**config.mk**
```make
export PLATFORM = sky130hd
export DESIGN_NAME = battery_power_sequencer
export DESIGN_NICKNAME = d
export VERILOG_FILES = /design/src/sv/bps_pkg.sv /design/src/sv/bps_cfg_regs.sv /design/src/sv/bps_scale.sv /design/src/sv/bps_ctrl.sv /design/src/sv/battery_power_sequencer.sv
export VERILOG_INCLUDE_DIRS = /design/src /design/src/sv
export SDC_FILE = /design/constraint.sdc
export NUM_CORES = 2
export LEC_CHECK = 0
export BUFFER_PORTS_ARGS = -buffer_cell sky130_fd_sc_hd__buf_2
export CELL_PAD_IN_SITES_DETAIL_PLACEMENT = 0
export CELL_PAD_IN_SITES_GLOBAL_PLACEMENT = 1
export CORE_MARGIN = 2
export CORE_UTILIZATION = 49
export DETAILED_ROUTE_END_ITERATION = 12
export PLACE_DENSITY_LB_ADDON = 0.1
export SETUP_SLACK_MARGIN = 0.1
export SLEW_MARGIN = 15
export SYNTH_ARGS = -nofsm -noshare
export SYNTH_HDL_FRONTEND = slang
export SYNTH_SLANG_ARGS = --single-unit
```
**constraint.sdc**
```tcl
create_clock -name aclk -period 8.5 [get_ports aclk]
set_input_delay 0.85 -clock aclk [delete_from_list [all_inputs] [get_ports aclk]]
set_output_delay 0.85 -clock aclk [all_outputs]
set_load 0.02 [all_outputs]
```
**src/sv/assert_macros.svh**
```systemverilog
// ---------------------------------------------------------------------------
// assertion macros
// shared concurrent checks for the battery power sequencer, empty in synthesis
// ---------------------------------------------------------------------------
`ifndef ASSERT_MACROS_SVH
`define ASSERT_MACROS_SVH

`ifndef SYNTH

// same-cycle implication, checked on every rising clock edge out of reset
`define BPS_ASSERT_IMPLY(label, clk, rstn, ante, cons) \
    label: assert property (@(posedge clk) disable iff (!rstn) (ante) |-> (cons)) \
        else $error("sequencer implication check failed");

// next-cycle implication, checked on every rising clock edge out of reset
`define BPS_ASSERT_NEXT(label, clk, rstn, ante, cons) \
    label: assert property (@(posedge clk) disable iff (!rstn) (ante) |=> (cons)) \
        else $error("sequencer next-cycle check failed");

`else

`define BPS_ASSERT_IMPLY(label, clk, rstn, ante, cons)
`define BPS_ASSERT_NEXT(label, clk, rstn, ante, cons)

`endif

`endif

```
**src/sv/bps_pkg.sv**
```systemverilog
// ---------------------------------------------------------------------------
// bps_pkg
// shared types, register indices and constants of the battery power sequencer
// ---------------------------------------------------------------------------
package bps_pkg;

    // stream and configuration port widths
    localparam int IN_TDATA_W  = 104;
    localparam int OUT_TDATA_W = 40;
    localparam int CFG_ADDR_W  = 3;
    localparam int CFG_DATA_W  = 32;

    // sample scaling: 3300 mV * 16 / 4096 = 825 / 64, 660 mA * 20 / 4096 = 825 / 256
    localparam logic [9:0] SCALE_MUL = 10'd825;
    localparam int         MV_SHIFT  = 6;
    localparam int         MA_SHIFT  = 8;

    // configuration register indices
    typedef enum logic [CFG_ADDR_W-1:0] {
        CFG_CHARGE_INPUT_MIN_MV   = 3'd0,
        CFG_CHARGE_INPUT_MAX_MV   = 3'd1,
        CFG_BATTERY_FULL_MV       = 3'd2,
        CFG_CHARGE_CURRENT_MAX_MA = 3'd3,
        CFG_KEY_FILTER_TICKS      = 3'd4,
        CFG_SHUTDOWN_WAIT_TICKS   = 3'd5,
        CFG_TEMP_MAX              = 3'd6,
        CFG_TEMP_MIN              = 3'd7
    } cfg_idx_t;

    // configuration reset values
    localparam logic [15:0]        RST_CHARGE_INPUT_MIN_MV   = 16'd9000;
    localparam logic [15:0]        RST_CHARGE_INPUT_MAX_MV   = 16'd26000;
    localparam logic [15:0]        RST_BATTERY_FULL_MV       = 16'd16800;
    localparam logic [13:0]        RST_CHARGE_CURRENT_MAX_MA = 14'd3000;
    localparam logic [31:0]        RST_KEY_FILTER_TICKS      = 32'd50;
    localparam logic [31:0]        RST_SHUTDOWN_WAIT_TICKS   = 32'd3000;
    localparam logic signed [15:0] RST_TEMP_MAX              = 16'sd60;
    localparam logic signed [15:0] RST_TEMP_MIN              = -16'sd10;

    typedef struct packed {
        logic [15:0]        charge_input_min_mv;
        logic [15:0]        charge_input_max_mv;
        logic [15:0]        battery_full_mv;
        logic [13:0]        charge_current_max_ma;
        logic [31:0]        key_filter_ticks;
        logic [31:0]        shutdown_wait_ticks;
        logic signed [15:0] temp_max;
        logic signed [15:0] temp_min;
    } cfg_t;

    // one control tick as received
    typedef struct packed {
        logic [31:0]        now_tick;
        logic [11:0]        adc_charger_in;
        logic [11:0]        adc_batt_out_volt;
        logic [11:0]        adc_batt_chg_volt;
        logic [11:0]        adc_batt_chg_curr;
        logic               switch_down;
        logic               wired_charger;
        logic signed [15:0] battery_temp;
    } in_item_t;

    // samples in engineering units
    typedef struct packed {
        logic [15:0] charger_in_mv;
        logic [15:0] batt_out_mv;
        logic [15:0] batt_chg_mv;
        logic [13:0] charge_current_ma;
    } scaled_t;

    // one result item
    typedef struct packed {
        logic        charge_enable;
        logic        battery_out_enable;
        logic        upper_rail_enable;
        logic        main_rail_enable;
        logic [1:0]  power_mode;
        logic [1:0]  charge_mode;
        logic [15:0] charger_in_mv;
        logic [13:0] charge_current_ma;
    } result_t;

endpackage

```
**src/sv/bps_cfg_regs.sv**
```systemverilog
// ---------------------------------------------------------------------------
// bps_cfg_regs
// configuration register file, written one register per cycle, no read-back
// ---------------------------------------------------------------------------
module bps_cfg_regs (
    input  logic                          aclk,
    input  logic                          aresetn,
    input  logic                          cfg_we,
    input  logic [bps_pkg::CFG_ADDR_W-1:0] cfg_addr,
    input  logic [bps_pkg::CFG_DATA_W-1:0] cfg_wdata,
    output bps_pkg::cfg_t                 cfg
);
    import bps_pkg::*;

    cfg_t cfg_reg;

    // register writes, reset to the documented defaults
    always_ff @(posedge aclk) begin
        if (!aresetn) begin
            cfg_reg.charge_input_min_mv   <= RST_CHARGE_INPUT_MIN_MV;
            cfg_reg.charge_input_max_mv   <= RST_CHARGE_INPUT_MAX_MV;
            cfg_reg.battery_full_mv       <= RST_BATTERY_FULL_MV;
            cfg_reg.charge_current_max_ma <= RST_CHARGE_CURRENT_MAX_MA;
            cfg_reg.key_filter_ticks      <= RST_KEY_FILTER_TICKS;
            cfg_reg.shutdown_wait_ticks   <= RST_SHUTDOWN_WAIT_TICKS;
            cfg_reg.temp_max              <= RST_TEMP_MAX;
            cfg_reg.temp_min              <= RST_TEMP_MIN;
        end else if (cfg_we) begin
            case (cfg_idx_t'(cfg_addr))
                CFG_CHARGE_INPUT_MIN_MV:   cfg_reg.charge_input_min_mv   <= cfg_wdata[15:0];
                CFG_CHARGE_INPUT_MAX_MV:   cfg_reg.charge_input_max_mv   <= cfg_wdata[15:0];
                CFG_BATTERY_FULL_MV:       cfg_reg.battery_full_mv       <= cfg_wdata[15:0];
                CFG_CHARGE_CURRENT_MAX_MA: cfg_reg.charge_current_max_ma <= cfg_wdata[13:0];
                CFG_KEY_FILTER_TICKS:      cfg_reg.key_filter_ticks      <= cfg_wdata[31:0];
                CFG_SHUTDOWN_WAIT_TICKS:   cfg_reg.shutdown_wait_ticks   <= cfg_wdata[31:0];
                CFG_TEMP_MAX:              cfg_reg.temp_max              <= $signed(cfg_wdata[15:0]);
                CFG_TEMP_MIN:              cfg_reg.temp_min              <= $signed(cfg_wdata[15:0]);
                default: ;
            endcase
        end
    end

    assign cfg = cfg_reg;

endmodule

```
**src/sv/bps_scale.sv**
```systemverilog
// ---------------------------------------------------------------------------
// bps_scale
// constant scaling of the raw 12-bit samples to millivolts and milliamps
// ---------------------------------------------------------------------------
module bps_scale (
    input  bps_pkg::in_item_t item,
    output bps_pkg::scaled_t  scaled
);
    import bps_pkg::*;

    logic [21:0] vin_prod;
    logic [21:0] vbat_prod;
    logic [21:0] vchg_prod;
    logic [21:0] ichg_prod;

    // raw * 825, then a shift drops the power-of-two part of the divisor
    assign vin_prod  = 22'(item.adc_charger_in)    * 22'(SCALE_MUL);
    assign vbat_prod = 22'(item.adc_batt_out_volt) * 22'(SCALE_MUL);
    assign vchg_prod = 22'(item.adc_batt_chg_volt) * 22'(SCALE_MUL);
    assign ichg_prod = 22'(item.adc_batt_chg_curr) * 22'(SCALE_MUL);

    // truncating quotients: at most 52787 mV and 13196 mA
    assign scaled.charger_in_mv     = vin_prod[MV_SHIFT+15:MV_SHIFT];
    assign scaled.batt_out_mv       = vbat_prod[MV_SHIFT+15:MV_SHIFT];
    assign scaled.batt_chg_mv       = vchg_prod[MV_SHIFT+15:MV_SHIFT];
    assign scaled.charge_current_ma = ichg_prod[MA_SHIFT+13:MA_SHIFT];

endmodule

```
**src/sv/bps_ctrl.sv**
```systemverilog
// ---------------------------------------------------------------------------
// bps_ctrl
// power-key, charge and power sequencing machines, one tick per step
// ---------------------------------------------------------------------------
`include "assert_macros.svh"

module bps_ctrl (
    input  logic              aclk,
    input  logic              aresetn,
    input  logic              step,
    input  bps_pkg::in_item_t item,
    input  bps_pkg::scaled_t  scaled,
    input  bps_pkg::cfg_t     cfg,
    output bps_pkg::result_t  result
);
    import bps_pkg::*;

    typedef enum logic [1:0] {
        PWR_OFF         = 2'd0,
        PWR_TURNING_ON  = 2'd1,
        PWR_ON          = 2'd2,
        PWR_TURNING_OFF = 2'd3
    } pwr_t;

    typedef enum logic [1:0] {
        CHG_NONE  = 2'd0,
        CHG_WIRED = 2'd1,
        CHG_DOCK  = 2'd2
    } chg_t;

    typedef enum logic [1:0] {
        KEY_IDLE     = 2'd0,
        KEY_PRESSED  = 2'd1,
        KEY_RELEASED = 2'd2
    } key_t;

    // drive bit positions
    localparam int EN_CHARGE = 0;
    localparam int EN_BATT   = 1;
    localparam int EN_UPPER  = 2;
    localparam int EN_MAIN   = 3;

    pwr_t        power_phase_reg, power_phase_next;
    chg_t        charge_phase_reg, charge_phase_next;
    key_t        key_phase_reg, key_phase_next;
    logic [31:0] press_time_reg, press_time_next;
    logic [31:0] release_time_reg, release_time_next;
    logic        shutdown_armed_reg, shutdown_armed_next;
    logic [31:0] shutdown_start_reg, shutdown_start_next;
    logic [3:0]  enable_reg, enable_next;

    logic signed [16:0] volt_diff;
    logic signed [15:0] temp;
    logic signed [15:0] temp_max;
    logic signed [15:0] temp_min;
    logic               temp_ok;
    logic               charge_start;
    logic               charge_stop;

    // charger input minus charge node, and the temperature window
    assign volt_diff = $signed({1'b0, scaled.charger_in_mv}) - $signed({1'b0, scaled.batt_chg_mv});
    assign temp      = item.battery_temp;
    assign temp_max  = cfg.temp_max;
    assign temp_min  = cfg.temp_min;
    assign temp_ok   = (temp < temp_max) && (temp > temp_min);

    // charge start and stop windows
    assign charge_start = (scaled.charger_in_mv >= cfg.charge_input_min_mv)
                       && (scaled.charger_in_mv <= cfg.charge_input_max_mv)
                       && (scaled.batt_out_mv < cfg.battery_full_mv)
                       && (volt_diff > 17'sd200);
    assign charge_stop  = (scaled.charger_in_mv < cfg.charge_input_min_mv)
                       || (scaled.charge_current_ma > cfg.charge_current_max_ma)
                       || (scaled.batt_chg_mv > cfg.battery_full_mv)
                       || ((volt_diff < 17'sd150) && (volt_diff > -17'sd150));

    // next state of the three machines, in tick order
    // tick differences are 32-bit and wrap modulo 2^32
    always_comb begin
        power_phase_next    = power_phase_reg;
        charge_phase_next   = charge_phase_reg;
        key_phase_next      = key_phase_reg;
        press_time_next     = press_time_reg;
        release_time_next   = release_time_reg;
        shutdown_armed_next = shutdown_armed_reg;
        shutdown_start_next = shutdown_start_reg;
        enable_next         = enable_reg;

        // power key edges
        case (key_phase_reg)
            KEY_IDLE: begin
                if (item.switch_down) begin
                    key_phase_next  = KEY_PRESSED;
                    press_time_next = item.now_tick;
                end
            end
            KEY_PRESSED: begin
                if (!item.switch_down) begin
                    key_phase_next    = KEY_RELEASED;
                    release_time_next = item.now_tick;
                end
            end
            default: ;
        endcase

        // long press holds the battery output, release after a long press toggles power
        if (key_phase_next == KEY_PRESSED
            && (item.now_tick - press_time_next) > cfg.key_filter_ticks) begin
            enable_next[EN_BATT] = 1'b1;
        end
        if (key_phase_next == KEY_RELEASED) begin
            if ((release_time_next - press_time_next) > cfg.key_filter_ticks) begin
                if (power_phase_next == PWR_OFF) begin
                    power_phase_next = PWR_TURNING_ON;
                end else if (power_phase_next == PWR_ON) begin
                    power_phase_next = PWR_TURNING_OFF;
                end
            end
            key_phase_next = KEY_IDLE;
        end

        // charging
        if (charge_phase_next == CHG_NONE && charge_start) begin
            enable_next[EN_CHARGE] = 1'b1;
            charge_phase_next      = item.wired_charger ? CHG_WIRED : CHG_DOCK;
        end
        if (charge_phase_next != CHG_NONE && charge_stop) begin
            enable_next[EN_CHARGE] = 1'b0;
            charge_phase_next      = CHG_NONE;
        end

        // power sequencing
        if (power_phase_next == PWR_TURNING_ON && temp_ok) begin
            enable_next[EN_BATT]  = 1'b1;
            enable_next[EN_UPPER] = 1'b1;
            enable_next[EN_MAIN]  = 1'b1;
            power_phase_next      = PWR_ON;
        end
        if (power_phase_next == PWR_ON && !temp_ok) begin
            power_phase_next = PWR_TURNING_OFF;
        end
        if (power_phase_next == PWR_TURNING_OFF) begin
            if (!shutdown_armed_next) begin
                shutdown_armed_next = 1'b1;
                shutdown_start_next = item.now_tick;
            end
            if ((item.now_tick - shutdown_start_next) > cfg.shutdown_wait_ticks) begin
                power_phase_next    = PWR_OFF;
                enable_next         = '0;
                shutdown_armed_next = 1'b0;
            end
        end
    end

    // machine state, advanced once per tick
    always_ff @(posedge aclk) begin
        if (!aresetn) begin
            power_phase_reg    <= PWR_OFF;
            charge_phase_reg   <= CHG_NONE;
            key_phase_reg      <= KEY_IDLE;
            press_time_reg     <= '0;
            release_time_reg   <= '0;
            shutdown_armed_reg <= 1'b0;
            shutdown_start_reg <= '0;
            enable_reg         <= '0;
        end else if (step) begin
            power_phase_reg    <= power_phase_next;
            charge_phase_reg   <= charge_phase_next;
            key_phase_reg      <= key_phase_next;
            press_time_reg     <= press_time_next;
            release_time_reg   <= release_time_next;
            shutdown_armed_reg <= shutdown_armed_next;
            shutdown_start_reg <= shutdown_start_next;
            enable_reg         <= enable_next;
        end
    end

    // result of this tick, taken after the update
    assign result.charge_enable      = enable_next[EN_CHARGE];
    assign result.battery_out_enable = enable_next[EN_BATT];
    assign result.upper_rail_enable  = enable_next[EN_UPPER];
    assign result.main_rail_enable   = enable_next[EN_MAIN];
    assign result.power_mode         = power_phase_next;
    assign result.charge_mode        = charge_phase_next;
    assign result.charger_in_mv      = scaled.charger_in_mv;
    assign result.charge_current_ma  = scaled.charge_current_ma;

    // rails are only up while on or winding down
    `BPS_ASSERT_IMPLY(a_rails_phase, aclk, aresetn, enable_reg[EN_MAIN] || enable_reg[EN_UPPER], power_phase_reg == PWR_ON || power_phase_reg == PWR_TURNING_OFF)
    // charger enable only with a charge mode
    `BPS_ASSERT_IMPLY(a_charge_phase, aclk, aresetn, enable_reg[EN_CHARGE], charge_phase_reg != CHG_NONE)
    // shutdown timer armed only while turning off
    `BPS_ASSERT_IMPLY(a_armed_phase, aclk, aresetn, shutdown_armed_reg, power_phase_reg == PWR_TURNING_OFF)
    // a release is consumed within its own tick
    `BPS_ASSERT_IMPLY(a_key_settled, aclk, aresetn, 1'b1, key_phase_reg == KEY_IDLE || key_phase_reg == KEY_PRESSED)
    // state moves only on a tick
    `BPS_ASSERT_NEXT(a_state_hold, aclk, aresetn, !step, $stable(enable_reg) && $stable(power_phase_reg) && $stable(charge_phase_reg))

endmodule

```
**src/sv/battery_power_sequencer.sv**
```systemverilog
// ---------------------------------------------------------------------------
// battery_power_sequencer
// control-tick sequencer for charging, battery output and switched rails
// ---------------------------------------------------------------------------
// Each transaction on the s_ side is one control tick and yields exactly one
// result transaction on the m_ side. One tick is accepted every clock cycle
// while the m_ side does not stall; a tick goes through an input register,
// one pass of scaling and machine logic, and an output register, and its
// result is presented on the m_ side once the output register is loaded. The
// machine state advances in the same cycle that loads the output register,
// which is what lets the next tick follow directly. s_tready depends
// combinationally on m_tready.
// Configuration writes take effect at the next clock edge and should only be
// made while no tick is in flight.
module battery_power_sequencer (
    input  logic                             aclk,
    input  logic                             aresetn,
    // configuration write port
    input  logic                             cfg_we,
    input  logic [bps_pkg::CFG_ADDR_W-1:0]   cfg_addr,
    input  logic [bps_pkg::CFG_DATA_W-1:0]   cfg_wdata,
    // tick input
    input  logic                             s_tvalid,
    output logic                             s_tready,
    // now_tick[31:0], adc_charger_in[43:32], adc_batt_out_volt[55:44],
    // adc_batt_chg_volt[67:56], adc_batt_chg_curr[79:68], switch_down[80],
    // wired_charger[81], battery_temp[97:82], zero[103:98]
    input  logic [bps_pkg::IN_TDATA_W-1:0]   s_tdata,
    // result output
    output logic                             m_tvalid,
    input  logic                             m_tready,
    // charge_enable[0], battery_out_enable[1], upper_rail_enable[2],
    // main_rail_enable[3], power_mode[5:4], charge_mode[7:6],
    // charger_in_mv[23:8], charge_current_ma[37:24], zero[39:38]
    output logic [bps_pkg::OUT_TDATA_W-1:0]  m_tdata
);
    import bps_pkg::*;

    cfg_t     cfg;
    in_item_t s_item;
    in_item_t in_reg;
    logic     in_valid_reg;
    scaled_t  scaled;
    result_t  result_next;
    result_t  out_reg;
    logic     out_valid_reg;
    logic     advance;
    logic     step;

    // field split of the incoming transaction
    assign s_item.now_tick          = s_tdata[31:0];
    assign s_item.adc_charger_in    = s_tdata[43:32];
    assign s_item.adc_batt_out_volt = s_tdata[55:44];
    assign s_item.adc_batt_chg_volt = s_tdata[67:56];
    assign s_item.adc_batt_chg_curr = s_tdata[79:68];
    assign s_item.switch_down       = s_tdata[80];
    assign s_item.wired_charger     = s_tdata[81];
    assign s_item.battery_temp      = $signed(s_tdata[97:82]);

    // handshake: output register drains or is empty, input register follows
    assign advance  = !out_valid_reg || m_tready;
    assign step     = in_valid_reg && advance;
    assign s_tready = !in_valid_reg || advance;

    always_ff @(posedge aclk) begin
        if (!aresetn) begin
            in_valid_reg  <= 1'b0;
            out_valid_reg <= 1'b0;
        end else begin
            if (s_tready) begin
                in_valid_reg <= s_tvalid;
            end
            if (advance) begin
                out_valid_reg <= in_valid_reg;
            end
        end
    end

    // payload registers
    always_ff @(posedge aclk) begin
        if (s_tvalid && s_tready) begin
            in_reg <= s_item;
        end
        if (step) begin
            out_reg <= result_next;
        end
    end

    bps_cfg_regs u_cfg (
        .aclk      (aclk),
        .aresetn   (aresetn),
        .cfg_we    (cfg_we),
        .cfg_addr  (cfg_addr),
        .cfg_wdata (cfg_wdata),
        .cfg       (cfg)
    );

    bps_scale u_scale (
        .item   (in_reg),
        .scaled (scaled)
    );

    bps_ctrl u_ctrl (
        .aclk    (aclk),
        .aresetn (aresetn),
        .step    (step),
        .item    (in_reg),
        .scaled  (scaled),
        .cfg     (cfg),
        .result  (result_next)
    );

    // result packing
    assign m_tvalid = out_valid_reg;
    assign m_tdata  = {2'b00,
                       out_reg.charge_current_ma,
                       out_reg.charger_in_mv,
                       out_reg.charge_mode,
                       out_reg.power_mode,
                       out_reg.main_rail_enable,
                       out_reg.upper_rail_enable,
                       out_reg.battery_out_enable,
                       out_reg.charge_enable};

endmodule
```
# Word level (Yosys, flattened, before mapping)
# Index checks and enable logic that the tools add are counted.
dict set report classes {
  reduce_logical 34
  n_mux 28
  n_mul 4
  eq_ne 14
  addsub 4
  magnitude_cmp 14
}
# cell count
set ops {}
lappend ops {{$mux 32} 6}
lappend ops {{$gt 32x32->1} 3}
lappend ops {{$sub 32x32->32} 3}
lappend ops {{$mul 12x10->22 const B} 4}
lappend ops {{$lt 16x16->1} 3}
lappend ops {{$gt 17x9->1 const B} 2}
lappend ops {{$gt 16x16->1} 2}
lappend ops {{$mux 2} 14}
lappend ops {{$reduce_and 2->1} 9}
lappend ops {{$lt 17x9->1 const B} 1}
lappend ops {{$sub 16x16->17} 1}
lappend ops {{$ge 16x16->1} 1}
lappend ops {{$le 16x16->1} 1}
lappend ops {{$gt 14x14->1} 1}
lappend ops {{$eq 3x3->1 const B} 4}
lappend ops {{$logic_and 1x1->1} 12}
lappend ops {{$eq 2x2->1 const B} 4}
lappend ops {{$mux 4} 2}
lappend ops {{$eq 2x1->1 const B} 3}
lappend ops {{$eq 3x2->1 const B} 2}
lappend ops {{$logic_not 2->1} 3}
lappend ops {{$logic_or 1x1->1} 5}
lappend ops {{$mux 1} 4}
lappend ops {{$pmux 2 s2} 1}
lappend ops {{5 further kinds} 7}
dict set report word_totals {
  register_bits 403
  elab_cells 132
  output_inout_bits 42
}

# Depth between registers and ports, before layout
dict set report logic_depth {
  depth_word 18
  ltp_mapped 33
  depth_no_buf 33
}

# By module
# Synthesis repeated with hierarchy kept, for this count alone.
dict set report hier_totals {
  hier_cells 3596
  area_unflattened_um2 34209.1
}
# module area_each_um2 n_inst cells_per_inst
set modules_own_cells {}
lappend modules_own_cells {bps_ctrl 15362.2 1 1989}
lappend modules_own_cells {bps_scale 8622.0 1 881}
lappend modules_own_cells {bps_cfg_regs 6018.3 1 578}
lappend modules_own_cells {battery_power_sequencer 4206.5 1 148}

# Worst setup path after synthesis
# No wires, ideal clock.
dict set report synth_timing {
  path_type {register -> register}
  from {register in_reg[36] (netlist bit)}
  to {register out_reg (netlist bit m_tdata[0]), data pin}
  path_stages_with_launch 30
  setup_ps 258
  path_slack_ps 1548
  period_less_slack_ps 6952
  path_buffers 1
  arrival_time_ps 6694
  cell_sequence {edfxtp_1 -> ha_1 -> inv_1 -> fa_1 -> inv_1 -> fa_1 -> fa_1 -> inv_1 -> fa_1 -> inv_1 -> ha_1 -> a22o_1 -> or4_1 -> o21a_1 -> a221oi_2 -> nor2b_1 -> nor2_1 -> xnor2_1 -> inv_1 -> ha_1 -> clkbuf_1 -> a21oi_1 -> nand2_1 -> a31oi_1 -> a311oi_1 -> a21oi_1 -> or4_1 -> and3_4 -> nor2_1 -> nor2_1}
}
# item line_no
set synth_lines {}
lappend synth_lines {{from (decl)} battery_power_sequencer.sv:41} ;# in_item_t in_reg;
lappend synth_lines {{from (signal assigned)} battery_power_sequencer.sv:82} ;# in_reg <= s_item;
lappend synth_lines {{to (signal assigned)} battery_power_sequencer.sv:85} ;# out_reg <= result_next;
lappend synth_lines {{to (decl)} battery_power_sequencer.sv:45} ;# result_t out_reg;

==> out/results.txt <==
CTS Buffer Depth -> 3
Fin. max-slew vios -> 0
CP max stage delay -> 0.57 ns
Max reg flops -> 158
Sw Share -> 45.50%
DRT iter0 DRCs -> 1199
# DRC -> 0
Peak supply drop -> 395.9 µV
Routed WL -> 87950 µm
Worst slew margin -> 24.80%
Leak -> 17.59 nW
Vias per cell -> 5.503
Final min period -> 7.807 ns
WS Path Type -> flop to flop
Worst Max-Slew Pin Slew -> 1.127 ns
RR Startpoint -> in_reg[54]$_DFFE_PP_
Synth Warn # -> 0
Row count -> 96
Pre-CTS setup slack -> 0.6053 ns
Hold path cells -> 1
TritonCTS Sinks -> 403
#FFs+latches synth -> 403
Initial Utilization -> 49.30%
Root Driver -> clkbuf_16
Die height -> 266.2 µm
# setup viols final -> 0
Worst R2R Path Depth -> 26
CP required -> 8.85 ns
GRT Util Overall -> 24.92%
RR Endpoint -> m_tdata[0]$_DFFE_PP_
Syn Area/Cell -> 9.246 µm²
R2R Setup Slk -> 0.69 ns
Hold path start -> s_tdata[52]
# IOs -> 186
Die area -> 70880 µm²
RSZ-0062 raised after global routing -> false
Crit path capture type -> flop
Fin nets -> 4639
Post-Synthesis Cells -> 3644
Post-synth cell types -> 86
Die width -> 266.2 µm
# Max-Cap Violations -> 0
Reg power frac -> 17.0%
Total CTS buffers -> 49
Port bufs -> 177
CTS H-tree depth -> 2
Drt pass-1 iters -> 7
Number of nets with antenna violations after routing -> 0
Net Sw Power -> 6.134 mW
CTS Hold Bufs -> 0
Critical path launch point type -> flop
First-pass GRT wire length -> 140600 µm
Outcome -> complete, no violations
Number of global-route vias before repair -> 26050
Max Freq -> 0.1281 GHz
Clock share of power -> 17.2%
Initial antenna violation count -> 6
Setup TNS -> 0 ns
WL/cell -> 18.65 µm
Most frequent cells after synthesis -> ha_1 (583), nand2_1 (475), inv_1 (440), dfxtp_1 (267), a21boi_0 (152)
Top_reg_cell synth -> dfxtp_1
Combinational power share -> 65.7%
Slowest cell on crit path -> a2111oi_0
Setup Skew -> 0.01899 ns
Area share of the largest cell type after synthesis -> 21.65%
Layout cells sized above 1 -> 9.608%
Count leader, synth -> ha_1
CTS tree -> yes
Clk pin slew, worst setup/hold paths -> 0.07 ns
Detailed Place HPWL -> 69320 µm
Largest net degree at the start of global routing -> 110
Final period util -> 91.84%
Asr flop ratio synth -> 0%
CORE AREA -> 68350 µm²
Synth top area cells -> ha_1 (22%), dfxtp_1 (16%), edfxtp_1 (12%), fa_1 (7.2%), nand2_1 (5.3%)
Worst Hold Class -> input port to flop
Worst EP arrival -> 8.15 ns
Final worst slack -> 0.6933 ns
Critical Path Fanout Max -> 7
Hold EP -> in_reg[50]$_DFFE_PP_
Area Overhead vs Synth -> 10.70%
Post-synth top area cell -> ha_1
CP top delay family -> compound AO/OA/AOI/OAI gates
Sequential share of the synthesized area -> 27.98%
P_int -> 7.347 mW
Post-Syn Area -> 33690 µm²
Number of synthesized flops with an enable pin -> 136
Via count -> 25950
PD cells -> 361.4 nW/µm²
Routability cong. -> 0.9011
Hold Violations, Final -> 0
Buffer and inverter count on the worst path -> 4
Remaining global-route overflow -> 0
Worst-Skew Late Latency -> 0.60 ns
==> cell type report <==
type                            instances  area, µm²
Tap cell                              882       1104
Clock inverter                         31      391.6
Multi-Input combinational cell       2688      22200
Sequential cell                       403       9430
Fill cell                            6249      31050
Antenna cell                            4      10.01
Clock buffer                           60       1385
Inverter                              440       1654
Timing Repair Buffer                  208       1125
==> metal layers <==
layer  track usage (%)  wire, µm  vias up
met5                 0         0        -
met2             44.59     43240      410
met1             32.00     39760    12430
met3             2.431      2829      108
met4             6.514      2117        0
li1                  -         -    13010
==> power groups by stage <==
stage                     clock, mW  sequential, mW  combinational [mW]
after CTS                      2.38            2.30                8.89
after detailed placement          0            2.34                8.82
after floorplan                   0            2.38                6.64
final                          2.32            2.29                8.86
after global placement            0            2.33                8.66
after global routing           2.45            2.31                10.1
==> timing repair <==
item | CTS | global route
hold endpoints to repair | 0 | 0
resized for setup | 0 | 2
setup buffers | 0 | 0
endpoints found under the setup margin | 0 | 5
==> per-stage QoR <==
step	cell area [µm²]	hold WS [ns]	utilization [%]	total power, mW	instances
floorplan	33700	0.4410	-	9.017	3645
global placement	35490	0.4494	51.92	10.99	4621
detailed placement	35490	0.4575	51.92	11.16	4621
CTS	37260	0.3791	54.52	13.58	4712
global route	37290	0.3968	54.57	14.83	4714
finish	37300	0.4182	54.57	13.48	4716
==> how the worst max path moves through the flow <==
stage	startpoint	endpoint	depth (start not counted)
2_1_floorplan	in_reg[36]$_DFFE_PP_	m_tdata[0]$_DFFE_PP_	29
4_1_cts	in_reg[54]$_DFFE_PP_	m_tdata[0]$_DFFE_PP_	26
3_5_place_dp	in_reg[54]$_DFFE_PP_	m_tdata[0]$_DFFE_PP_	26
6_report	in_reg[54]$_DFFE_PP_	m_tdata[0]$_DFFE_PP_	26
3_3_place_gp	in_reg[54]$_DFFE_PP_	m_tdata[0]$_DFFE_PP_	26
5_1_grt	in_reg[55]$_DFFE_PP_	m_tdata[0]$_DFFE_PP_	26
==> kinds of logic after synthesis <==
logic type               after synthesis  share of synthesized area [%]
AO/OA/AOI/OAI                        805                          17.35
XOR/XNOR                             156                          4.100
adder cells (fa/ha/maj)              710                          29.05
buffers and inverters                554                          6.343
flip-flops                           403                          27.98
multiplexers                          98                          3.026
other                                  1                        0.01113
AND/OR/NAND/NOR                      917                          12.14
==> placed cells by master, fill, tap and decap left out, types with 16 or more instances in the layout <==
| master | n |
|---|---|
| mux2i_1 | 67 |
| xnor2_1 | 107 |
| ha_1 | 583 |
| a31oi_1 | 17 |
| o21ai_0 | 78 |
| xor2_1 | 47 |
| o211ai_1 | 59 |
| nand2_1 | 475 |
| inv_1 | 439 |
| nor2b_1 | 46 |
| edfxtp_1 | 136 |
| nand4_1 | 43 |
| mux2_2 | 31 |
| nor2_1 | 145 |
| nor3_1 | 52 |
| a21boi_0 | 152 |
| nand2b_1 | 28 |
| o21bai_1 | 20 |
| o211a_1 | 64 |
| dfxtp_1 | 266 |
| a21oi_1 | 135 |
| buf_2 | 176 |
| fa_1 | 122 |
| clkbuf_16 | 52 |
| buf_4 | 31 |
| o31ai_1 | 16 |
| a21o_1 | 101 |
| o21a_1 | 59 |
| nand3_1 | 48 |
| a211oi_1 | 18 |
(Power assumes the default switching activity.)
